$ cat config.mk
export PLATFORM = sky130hd
export DESIGN_NAME = bbd_ctrl
export DESIGN_NICKNAME = d
export VERILOG_FILES = /design/src/hdl/bbd_pkg.sv /design/src/hdl/bbd_ctrl.sv
export SDC_FILE = /design/constraint.sdc
export NUM_CORES = 1
export LEC_CHECK = 0
export BUFFER_PORTS_ARGS = -buffer_cell sky130_fd_sc_hd__buf_2
export CAP_MARGIN = 10
export CORE_AREA = 2 2 39 41
export CTS_CLUSTER_SIZE = 10
export DETAILED_ROUTE_END_ITERATION = 8
export DIE_AREA = 0 0 41 43
export PLACE_DENSITY = 0.54
export SLEW_MARGIN = 10
export SYNTH_ARGS = -nofsm -noshare
export SYNTH_HDL_FRONTEND = slang
export SYNTH_SLANG_ARGS = --single-unit
$ cat constraint.sdc
create_clock -name clk_i -period 1.2 [get_ports clk_i]
set_input_delay 0.12 -clock clk_i [delete_from_list [all_inputs] [get_ports clk_i]]
set_output_delay 0.12 -clock clk_i [all_outputs]
set_load 0.01 [all_outputs]
$ cat src/hdl/bbd_pkg.sv
// Shared types, register indexes and colour lookup for the Bayer demosaic.
package bbd_pkg;

  localparam int MaxWidth   = 4096;
  localparam int SampleBits = 16;
  localparam int ColBits    = $clog2(MaxWidth);

  // Configuration register indexes
  localparam logic [2:0] RegFrameWidth  = 3'd0;
  localparam logic [2:0] RegFrameHeight = 3'd1;
  localparam logic [2:0] RegCfaPattern  = 3'd2;
  localparam logic [2:0] RegXPhase      = 3'd3;
  localparam logic [2:0] RegYPhase      = 3'd4;
  localparam logic [2:0] RegCfaMode     = 3'd5;
  localparam logic [2:0] RegGain        = 3'd6;

  // Colour codes
  localparam logic [1:0] ColR = 2'd0;
  localparam logic [1:0] ColG = 2'd1;
  localparam logic [1:0] ColB = 2'd2;

  // Modes
  localparam logic [1:0] ModeGrey     = 2'd0;
  localparam logic [1:0] ModeRaw      = 2'd1;
  localparam logic [1:0] ModeBilinear = 2'd2;
  localparam logic [1:0] ModeGradient = 2'd3;

  typedef struct packed {
    logic       clr;
    logic       latch;
    logic       rd;
    logic       upd;
    logic       mul;
    logic       norm;
    logic       div;
    logic [1:0] ch;
    logic       load;
  } cmd_t;

  typedef struct packed {
    logic clr_last;
    logic out_go;
    logic out_free;
  } status_t;

  function automatic logic [1:0] colour_at(input logic [1:0] pat, input logic py,
                                           input logic px);
    logic [1:0] c;
    c = ColR;
    unique case ({pat, py, px})
      4'b0000: c = ColR;
      4'b0001: c = ColG;
      4'b0010: c = ColG;
      4'b0011: c = ColB;
      4'b0100: c = ColG;
      4'b0101: c = ColR;
      4'b0110: c = ColB;
      4'b0111: c = ColG;
      4'b1000: c = ColG;
      4'b1001: c = ColB;
      4'b1010: c = ColR;
      4'b1011: c = ColG;
      4'b1100: c = ColB;
      4'b1101: c = ColG;
      4'b1110: c = ColG;
      4'b1111: c = ColR;
      default: c = ColR;
    endcase
    return c;
  endfunction

endpackage

$ cat src/hdl/bbd_ctrl.sv
// Sequencer: line store clear, item intake, window update and per-channel scaling.
module bbd_ctrl (
  input  logic             clk_i,
  input  logic             rst_ni,
  input  logic             in_valid_i,
  output logic             in_ready_o,
  input  bbd_pkg::status_t status_i,
  output bbd_pkg::cmd_t    cmd_o
);

  localparam logic [2:0] StClr  = 3'd0;
  localparam logic [2:0] StIdle = 3'd1;
  localparam logic [2:0] StRd   = 3'd2;
  localparam logic [2:0] StUpd  = 3'd3;
  localparam logic [2:0] StMul  = 3'd4;
  localparam logic [2:0] StNrm  = 3'd5;
  localparam logic [2:0] StDiv  = 3'd6;
  localparam logic [2:0] StOut  = 3'd7;

  logic [2:0] state_q, state_d;
  logic [1:0] ch_q, ch_d;

  always_comb begin
    state_d = state_q;
    ch_d    = ch_q;
    cmd_o   = '0;
    cmd_o.ch = ch_q;
    unique case (state_q)
      StClr: begin
        cmd_o.clr = 1'b1;
        if (status_i.clr_last) state_d = StIdle;
      end
      StIdle: begin
        if (in_valid_i) begin
          cmd_o.latch = 1'b1;
          state_d = StRd;
        end
      end
      StRd: begin
        cmd_o.rd = 1'b1;
        state_d = StUpd;
      end
      StUpd: begin
        cmd_o.upd = 1'b1;
        ch_d = 2'd0;
        state_d = status_i.out_go ? StMul : StIdle;
      end
      StMul: begin
        cmd_o.mul = 1'b1;
        state_d = StNrm;
      end
      StNrm: begin
        cmd_o.norm = 1'b1;
        state_d = StDiv;
      end
      StDiv: begin
        cmd_o.div = 1'b1;
        if (ch_q == 2'd2) begin
          state_d = StOut;
        end else begin
          ch_d = ch_q + 2'd1;
          state_d = StMul;
        end
      end
      StOut: begin
        // hold until the output register frees up
        if (status_i.out_free) begin
          cmd_o.load = 1'b1;
          state_d = StIdle;
        end
      end
      default: state_d = StIdle;
    endcase
  end

  assign in_ready_o = (state_q == StIdle);

  always_ff @(posedge clk_i or negedge rst_ni) begin
    if (!rst_ni) begin
      state_q <= StClr;
      ch_q    <= 2'd0;
    end else begin
      state_q <= state_d;
      ch_q    <= ch_d;
    end
  end

endmodule

* Word level (Yosys, flattened, before mapping)
Index checks and enable logic that the tools add are counted.
W data, S select, Z words.
** Operators by class
- Add/sub/neg operators :: 1
- Eq/ne operators :: 12
- Mux-type cells :: 18
- Reduce and logical (&&, ||, !) cells :: 4
** Operators with widths (number)
- $pmux W3 S8 :: 1
- $eq A3 B3 Y1 const B :: 4
- $mux W3 :: 4
- $mux W1 :: 10
- $ne A2 B2 Y1 const B :: 4
- $eq A3 B2 Y1 const B :: 2
- $mux W2 :: 2
- $pmux W2 S2 :: 1
- $eq A3 B1 Y1 const B :: 1
- $logic_not A3 Y1 :: 1
- $reduce_and A3 Y1 :: 1
- $add A2 B1 Y2 const B :: 1
- $eq A2 B2 Y1 const B :: 1
- $reduce_and A2 Y1 :: 1
- $reduce_bool A2 Y1 :: 1
** Word-level totals
- Flip-flop bits (word level) :: 5
- Output and inout bits :: 11

* Logic depth before layout (Yosys ltp)
Gate-level depths: netlist (run 1).
- Depth in word-level cells :: 3
- Gate-level depth with buffers :: 6
- Mapped depth without buffers :: 6

* Least setup slack after synthesis (run 1)
OpenSTA, ideal clock, no wires.
- Path type :: register to register
- From :: reg ch_q[0]
- To :: reg state_q[0]
- Library setup time :: 0.149 ns
- Arrival :: 1.032 ns
- Setup slack :: 0.019 ns
- Cell stages (with the launch flop) :: 5
- Path buffers :: 0
- Period minus slack after synthesis :: 1.181 ns
- Cell sequence :: dfrtp_1 inv_1 ha_1 o41ai_1 a32oi_1
** On the way
- Word-level cells in the longest chain between the ends :: 3
** Ends and longest elaborated chain
- start: declaration :: line bbd_ctrl.sv:21 : logic [1:0] ch_q, ch_d;
- start signal: assignment :: line bbd_ctrl.sv:84 : ch_q <= ch_d;
- $eq A2 B2 Y1 :: line bbd_ctrl.sv:58 : if (ch_q == 2'd2) begin
- $mux W2 :: line bbd_ctrl.sv:58
- $pmux W3 S8 :: line bbd_ctrl.sv:28 : unique case (state_q)
- end signal: assignment :: line bbd_ctrl.sv:80 : state_q <= StClr;
- end signal: assignment :: line bbd_ctrl.sv:83 : state_q <= state_d;
- end: declaration :: line bbd_ctrl.sv:20 : logic [2:0] state_q, state_d;
No other way between the ends.
A chain may end at the register's enable or synchronous reset.

==> impl_summary.txt, run 1 <==
----------------------------------------------------
[Status]
  Run status ... finished, violations left
  Failing checks ... negative setup slack

[Power and ir drop]
  Leakage power ... 0.352 nW
  Pint ... 1.14 mW
  Proportion of power drawn by combinational gates ... 0.725
  Switching power share of the total ... 0.428
  Worst ir drop on vdd ... 0.995 mV
  Relative contribution of the clock network to total power ... 0.096
  Final total power ... 1.99 mW
  Sequential share of power ... 0.179
  Areal power density over the cells ... 2850 mW/mm^2
  Switching Power ... 0.849 mW

[Min path]
  Class of the tightest hold or removal check ... in -> reg
  Worst Hold Path EP ... state_q[0]
  Hold Crit Depth ... 3
  Beginning of the worst hold path ... status_i[2]

[Timing]
  Final Skew ... 3.58 ps
  Max Slew Vio Count ... 0
  Maximum clock frequency ... 774 MHz
  Final cycle utilization of the critical path ... 1.08
  Slew headroom ... 0.792
  Shortest period the worst path allows ... 1290 ps
  Final setup slack of the worst path ... -92.0 ps
  Unrepaired setup endpoints after global routing ... true
  Final hold viol count ... 0
  Final setup fails ... 10
  Slew @ Worst Pin ... 309 ps

[Drt]
  DR pass1 iterations ... 4
  ANT nets after route ... 0
  Wire length after detailed routing ... 1150 um
  Via count ... 502
  DRC violation count after routing ... 0
  Detail-routed via count per cell ... 4.97
  Drt wl/cell ... 11.4 um
  DR iter-0 viols ... 9

[Synth]
  Most frequent cells after synthesis ... 6 x sky130_fd_sc_hd__nand2_1, 5 x sky130_fd_sc_hd__dfrtp_1, 5 x sky130_fd_sc_hd__nor2_1, 5 x sky130_fd_sc_hd__o21ai_0
  Biggest area consumer among synthesized cells ... sky130_fd_sc_hd__dfrtp_1
  Number of nets in the synthesized netlist ... 57
  Number of distinct library cell variants in the gate-level netlist after synthesis ... 22
  Yosys synthesis warning count ... 0
  Post-synthesis instance area ... 378 um^2
  Area share of the largest cell type after synthesis ... 0.331
  Largest cells by area after synthesis ... sky130_fd_sc_hd__dfrtp_1 33%, sky130_fd_sc_hd__o21ai_0 6.6%, sky130_fd_sc_hd__buf_6 6.0%, sky130_fd_sc_hd__nand2_1 6.0%, sky130_fd_sc_hd__a21oi_1 5.3%
  Proportion of register bits with asynchronous set or reset after synthesis ... 1.00
  Synthesized instance count ... 50
  Most instantiated flip-flop cell in the synthesis netlist ... sky130_fd_sc_hd__dfrtp_1
  Post-synth EDFFs ... 0
  Total of flip-flops plus latches after synthesis ... 5
  Mapped Avg Cell Area ... 7.56 um^2
  Sequential-to-total area share from yosys stat ... 0.331
  Most frequently used cell type in the post-synthesis netlist ... sky130_fd_sc_hd__nand2_1

[Clock tree]
  Clock tree from TritonCTS ... done
  Clk Latency, worst-skew pair ... 240 ps
  Buffer cell driving the clock tree root ... sky130_fd_sc_hd__clkbuf_4
  Post-CTS clock slew at the launch and capture registers of the worst setup and hold paths ... 40 ps
  Clock Path Buffers ... 2
  Number of buffers inserted during clock tree synthesis ... 3
  TritonCTS Sinks ... 5
  CTS H-tree lvls ... 1

[Job]
  Total of max-cap violations ... 0

[Placement]
  Detailed-placement wirelength estimate ... 757 um
  Final weighted congestion in routability-driven placement ... 0.738
  Pre-CTS setup slack ... 10.9 ps
  Buffers on Ports ... 16

[Cells and area]
  Share of cells above drive strength 1 ... 0.576
  Synthesis-to-finish area growth ... 84.1%
  # fillers ... 130
  Ant. Diodes ... 0
  Number of nets in the layout ... 93

[GRT]
  GRT Max-Usage Layer ... met2
  Wire length of the first global-routing pass ... 1740 um
  Routing usage on met1 ... 0.203
  Total grt overflow ... 0
  Global routing met2 resource utilization ... 0.203
  GR Util All Layers ... 0.137
  Via count of the first global-routing pass ... 436
  GRT met3 Usage ... 0.0314
  Maximum number of pins on one net before global-route repair ... 8
  Number of antenna violations at the first check in global routing ... 0

[Setup path]
  Critical path arrival ... 1170 ps
  Kind of critical path ... reg -> out
  Crit end category ... primary output
  Endpoint of the lowest-slack register-to-register path ... state_q[0]
  Worst reg2reg startpoint ... state_q[2]
  Critical path launch point type ... flip-flop
  Setup slack of the most critical reg-to-reg path ... -60 ps
  Count of cells along the worst register-to-register path ... 4
  Req. time, crit path ... 1080 ps
  Worst-path fanout max ... 7

[Floorplanning]
  Site row count ... 14
  Die Width ... 41 um
  Placeable core region ... 0.00138 mm^2
  Vertical die dimension ... 43 um
  Number of I/O pins ... 17
  Starting density of the core ... 0.273
  Die footprint ... 0.00176 mm^2

----------------------------------------------------
==> kinds of logic after synthesis <==
group           after synthesis  share of synthesized area
compound gates               13                      0.202
fa+ha+maj                     1                     0.0331
buf+inv                       8                      0.126
flops                         5                      0.331
simple gates                 23                      0.308
==> sequential cells by signal (all words and copies together), names as in the netlist <==
| name | count |
|---|---|
| ch_q | 2 |
| state_q | 3 |
==> power by group through the flow <==
stage	Sequential [mW]	Clock [mW]	Combinational [mW]
floorplan	0.311	0	0.651
global placement	0.349	0	0.991
detailed placement	0.350	0	0.983
CTS	0.361	0.199	1.25
global route	0.372	0.214	1.56
finish	0.355	0.191	1.44
==> critical path: stages, from the launching register on <==
cell and delay, ps:
sky130_fd_sc_hd__dfrtp_2 460, sky130_fd_sc_hd__buf_4 170, sky130_fd_sc_hd__nor3_2 150, sky130_fd_sc_hd__buf_2 150
==> how the worst max path moves through the flow <==
stage	depth (start not counted)	start	slack [ps]	end
6_report	3	state_q[0]	-90	cmd_o[5]
5_1_grt	3	state_q[0]	-160	cmd_o[5]
4_1_cts	3	state_q[2]	-100	cmd_o[9]
3_5_place_dp	3	state_q[2]	10	state_q[0]
3_3_place_gp	3	state_q[2]	3	state_q[0]
2_1_floorplan	4	ch_q[0]	20	state_q[0]
==> final cells by class <==
cell class	instances	area, um^2	area share
Sequential cell	5	128	0.183
Tap cell	16	20.0	0.0288
Timing Repair Buffer	35	255	0.367
Inverter	4	15.0	0.0216
Clock buffer	4	26.3	0.0378
Multi-Input combinational cell	37	251	0.362
==> metal layers <==
layer  wire length, um  up-vias
met3                37        0
met5                 0        -
met4                 0        0
li1                  -      244
met1               495      244
met2               616       14
==> cell usage in the layout (no fill, tap or decap), drive strengths merged, types with 2 or more instances in the layout <==
cell,count
a21oi,4
and3,2
buf,34
clkbuf,4
dfrtp,5
inv,4
nand2,7
nor2,5
nor3,4
o21ai,5
==> per-stage QoR <==
stage	instances	TNS [ps]	hold slack, ps	cell area [um^2]	util
after floorplan	50	0	-176	378	-
after global placement	88	0	-53.3	520	0.376
after detailed placement	88	0	-57.7	520	0.376
after CTS	98	-705	130	648	0.468
after global routing	101	-1370	139	696	0.503
final	101	-703	140	696	0.503
==> what timing repair did <==
item,CTS,global route
cloned,1,0
hold buffers,1,0
hold endpoints to repair,5,0
gates resized for setup,15,8
pin swaps,6,2
endpoints found under the setup margin,10,12
buffers inserted,4,3
(Power assumes the default switching activity.)
==> run 2, diff against run 1 <==
--- a/config.mk
+++ b/config.mk
@@ -5,13 +5,14 @@
 export SDC_FILE = /design/constraint.sdc
 export NUM_CORES = 1
 export LEC_CHECK = 0
+export ABC_AREA = 1
 export BUFFER_PORTS_ARGS = -buffer_cell sky130_fd_sc_hd__buf_2
 export CAP_MARGIN = 10
 export CORE_AREA = 2 2 39 41
 export CTS_CLUSTER_SIZE = 10
 export DETAILED_ROUTE_END_ITERATION = 8
 export DIE_AREA = 0 0 41 43
-export PLACE_DENSITY = 0.54
+export PLACE_DENSITY = 0.58
 export SLEW_MARGIN = 10
 export SYNTH_ARGS = -nofsm -noshare
 export SYNTH_HDL_FRONTEND = slang
==> run 2 against run 1 <==
  * The run still ends with negative setup slack left
  * Critical path depth grew 1
  * Worst setup slack gained 18 ps
  * Routed wire length shrank 16%
  * Area after synthesis grew 13%
  * Synthesized cell count grew 26%
  * Sequential power grew 7.3%
  * Worst hold slack gained 73 ps
  * Die area is the same
  * Critical endpoint is now cmd_o[8]
  * Largest cell class is now multi-input gates
==> impl_summary.txt, run 2 <==
----------------------------------------------------
[Status]
  Run status ... finished, violations left
  Failing checks ... negative setup slack

[Power and ir drop]
  Switching power share of the total ... 0.477 (+0.0497)
  Leakage power ... 0.367 nW (+4.3%)
  Sequential share of power ... 0.244 (+0.065)
  Worst ir drop on vdd ... 0.785 mV (-21%)
  Areal power density over the cells ... 2470 mW/mm^2 (-14%)
  Relative contribution of the clock network to total power ... 0.120 (+0.024)
  Proportion of power drawn by combinational gates ... 0.636 (-0.089)
  Pint ... 0.814 mW (-28%)
  Switching Power ... 0.743 mW (-12%)
  Final total power ... 1.56 mW (-22%)

[Cells and area]
  Synthesis-to-finish area growth ... 47.8%
  # fillers ... 148 (+14%)
  Area of the multi-input gates ... 254 um^2 (+1.0%)
  Final Instance Area ... 631 um^2 (-9.4%)
  Number of nets in the layout ... 96 (+3.2%)
  Register with the highest flop count ... state_q
  Flip-flop count of the largest register after layout ... 3 (unchanged)
  Share of cells above drive strength 1 ... 0.477 (-0.0992)
  Ant. Diodes ... 0 (unchanged)
  Most common cell after layout, fill and taps aside ... sky130_fd_sc_hd__buf_2
  Most frequent cells in the layout ... 14 x sky130_fd_sc_hd__buf_2, 13 x sky130_fd_sc_hd__nand2_1, 12 x sky130_fd_sc_hd__inv_1, 6 x sky130_fd_sc_hd__nor2_1
  Area occupied by registers ... 129 um^2 (+0.98%)
  Largest registers ... state_q x3, ch_q x2

[Floorplanning]
  Number of I/O pins ... 17 (unchanged)
  Vertical die dimension ... 43 um (unchanged)
  Die footprint ... 0.00176 mm^2 (unchanged)
  Placeable core region ... 0.00138 mm^2 (unchanged)
  Site row count ... 14 (unchanged)
  Starting density of the core ... 0.308 (+0.0353)
  Die Width ... 41 um (unchanged)

[Synth]
  Number of nets in the synthesized netlist ... 70 (+23%)
  Synthesized instance count ... 63 (+26%)
  Biggest area consumer among synthesized cells ... sky130_fd_sc_hd__dfrtp_1
  Area share of the largest cell type after synthesis ... 0.293 (-0.0379)
  Total of flip-flops plus latches after synthesis ... 5 (unchanged)
  Post-synthesis instance area ... 427 um^2 (+13%)
  Most frequently used cell type in the post-synthesis netlist ... sky130_fd_sc_hd__nand2_1
  Proportion of register bits with asynchronous set or reset after synthesis ... 1.00 (unchanged)
  Mapped Avg Cell Area ... 6.77 um^2 (-10%)
  Most frequent cells after synthesis ... 13 x sky130_fd_sc_hd__nand2_1, 12 x sky130_fd_sc_hd__inv_1, 6 x sky130_fd_sc_hd__nor2_1
  Number of distinct library cell variants in the gate-level netlist after synthesis ... 18 (-18%)
  Yosys synthesis warning count ... 0 (unchanged)
  Most instantiated flip-flop cell in the synthesis netlist ... sky130_fd_sc_hd__dfrtp_1
  Sequential-to-total area share from yosys stat ... 0.293 (-0.0379)
  Largest cells by area after synthesis ... sky130_fd_sc_hd__dfrtp_1 29%, sky130_fd_sc_hd__nand2_1 11%, sky130_fd_sc_hd__inv_1 11%, sky130_fd_sc_hd__nor2_4 7.9%, sky130_fd_sc_hd__nand2_2 5.9%
  Post-synth EDFFs ... 0 (unchanged)

[Clock tree]
  Clock Path Buffers ... 2 (unchanged)
  TritonCTS Sinks ... 5 (unchanged)
  Clock tree from TritonCTS ... done
  Post-CTS clock slew at the launch and capture registers of the worst setup and hold paths ... 40 ps (about the same)
  Buffer cell driving the clock tree root ... sky130_fd_sc_hd__clkbuf_4
  Clk Latency, worst-skew pair ... 240 ps (about the same)
  Number of buffers inserted during clock tree synthesis ... 3 (unchanged)
  CTS H-tree lvls ... 1 (unchanged)

[Timing]
  Final setup fails ... 7 (-3)
  Final Skew ... 3.39 ps (-0.187 ps)
  Final setup TNS ... -327 ps (+376 ps)
  Maximum clock frequency ... 785 MHz (+1.4%)
  Shortest period the worst path allows ... 1270 ps (-17.7 ps)
  Slew headroom ... 0.877 (+0.0852)
  Slew @ Worst Pin ... 183 ps (-126 ps)
  Max Slew Vio Count ... 0 (unchanged)
  Final hold viol count ... 0 (unchanged)
  Unrepaired setup endpoints after global routing ... true
  Final setup slack of the worst path ... -74.3 ps (+17.7 ps)
  Final cycle utilization of the critical path ... 1.06 (-0.0147)

[Placement]
  Final weighted congestion in routability-driven placement ... 0.725 (-1.7%)
  Buffers on Ports ... 16 (unchanged)
  Pre-CTS setup slack ... 72.4 ps (+61.6 ps)
  Placed standard-cell area ... 515 um^2 (-0.96%)
  Detailed-placement wirelength estimate ... 731 um (-3.5%)

[Setup path]
  Slowest Stage Delay on Critical Path ... 470 ps (about the same)
  Crit end category ... primary output
  Crit-path slowest cell ... sky130_fd_sc_hd__dfrtp_2
  Critical path arrival ... 1150 ps (-20 ps)
  Kind of critical path ... reg -> out
  Critical path launch point type ... flip-flop
  Worst-path fanout max ... 8 (+1)
  Ordered cell list for the critical path ... nor2_4, nand2_4, nor2_1, buf_2
  Req. time, crit path ... 1080 ps (about the same)

[Drt]
  DR pass1 iterations ... 4 (unchanged)
  DR iter-0 viols ... 7 (-2)
  DRC violation count after routing ... 0 (unchanged)
  Wire length after detailed routing ... 966 um (-16%)
  Detail-routed via count per cell ... 4.42 (-11%)
  Via count ... 460 (-8.4%)
  Drt wl/cell ... 9.29 um (-18%)
  ANT nets after route ... 0 (unchanged)

[GRT]
  Total grt overflow ... 0 (unchanged)
  Via count of the first global-routing pass ... 435 (-0.23%)
  GR Util All Layers ... 0.135 (-0.00188)
  Number of antenna violations at the first check in global routing ... 0 (unchanged)
  Wire length of the first global-routing pass ... 1630 um (-6.3%)
  Maximum number of pins on one net before global-route repair ... 9 (+1)

[Job]
  Total of max-cap violations ... 0 (unchanged)

[Min path]
  Class of the tightest hold or removal check ... in -> reg

----------------------------------------------------
[run 2: cell count changes after synthesis, sizes merged, moves of 3 or more]
cell	delta
buf	-3
inv	+10
nand2	+10
nor2	+7
nor3	-4
[run 2: repair_timing]
item | 4_1_cts | 5_1_grt
resized for setup | 4 | 7
setup buffers | 4 | 1
hold buffers | 1 | 0
endpoints found under the hold margin | 5 | 0
setup endpoints to repair | 9 | 11
pin swaps | 2 | 2
[run 2: routing by layer]
layer  up-vias  global-route usage  wire [um]
met3         0              0.0314         52
li1        243                   -          -
met5         -                   0          0
met4         0              0.0600          0
met2        12               0.219        534
met1       205               0.161        379
[run 2: cell type report]
cell class	instances	area share
Clock buffer	4	0.0417
Multi-Input combinational cell	43	0.403
Timing Repair Buffer	22	0.228
Sequential cell	5	0.204
Inverter	14	0.0913
Tap cell	16	0.0317
[run 2: path summary, 6_finish.rpt]
check / start / endpoint / slack [ps] / cells past startpoint
max in group asynchronous: rst_ni / state_q[2] / 830 / 2
min reg2reg: ch_q[0] / ch_q[0] / 500 / 1
max reg2reg: state_q[1] / state_q[0] / 20 / 7
max: state_q[1] / cmd_o[8] / -70 / 4
min in group asynchronous: rst_ni / state_q[1] / 230 / 2
min: in_valid_i / state_q[0] / 210 / 4
[run 2: kinds of logic after synthesis]
family,Yosys count,synth area share
DFF,5,0.293
AOI/OAI and AO/OA,7,0.0909
buffers and inverters,15,0.155
and+or+nand+nor,35,0.431
adders and majority gates,1,0.0293
[run 2: power groups by stage]
stage / logic (mW) / registers [mW] / clock network, mW
global route: 1.14 / 0.393 / 0.207
detailed placement: 0.792 / 0.364 / 0
finish: 0.990 / 0.381 / 0.186
CTS: 0.926 / 0.359 / 0.197
floorplan: 0.635 / 0.327 / 0
global placement: 0.781 / 0.361 / 0
[run 2: through the flow]
stage	hold WS (ps)	std cells	utilization
final	213	104	0.456
after global routing	257	104	0.456
after CTS	214	103	0.430
after detailed placement	-62.9	94	0.373
after global placement	-65.5	94	0.373
after floorplan	-176	63	-
[run 2: critical path, delay by kind of cell (launching register included)]
family / cells / cell delay (ps)
buffers and inverters: 1 / 130
DFF: 1 / 470
and+or+nand+nor: 3 / 320
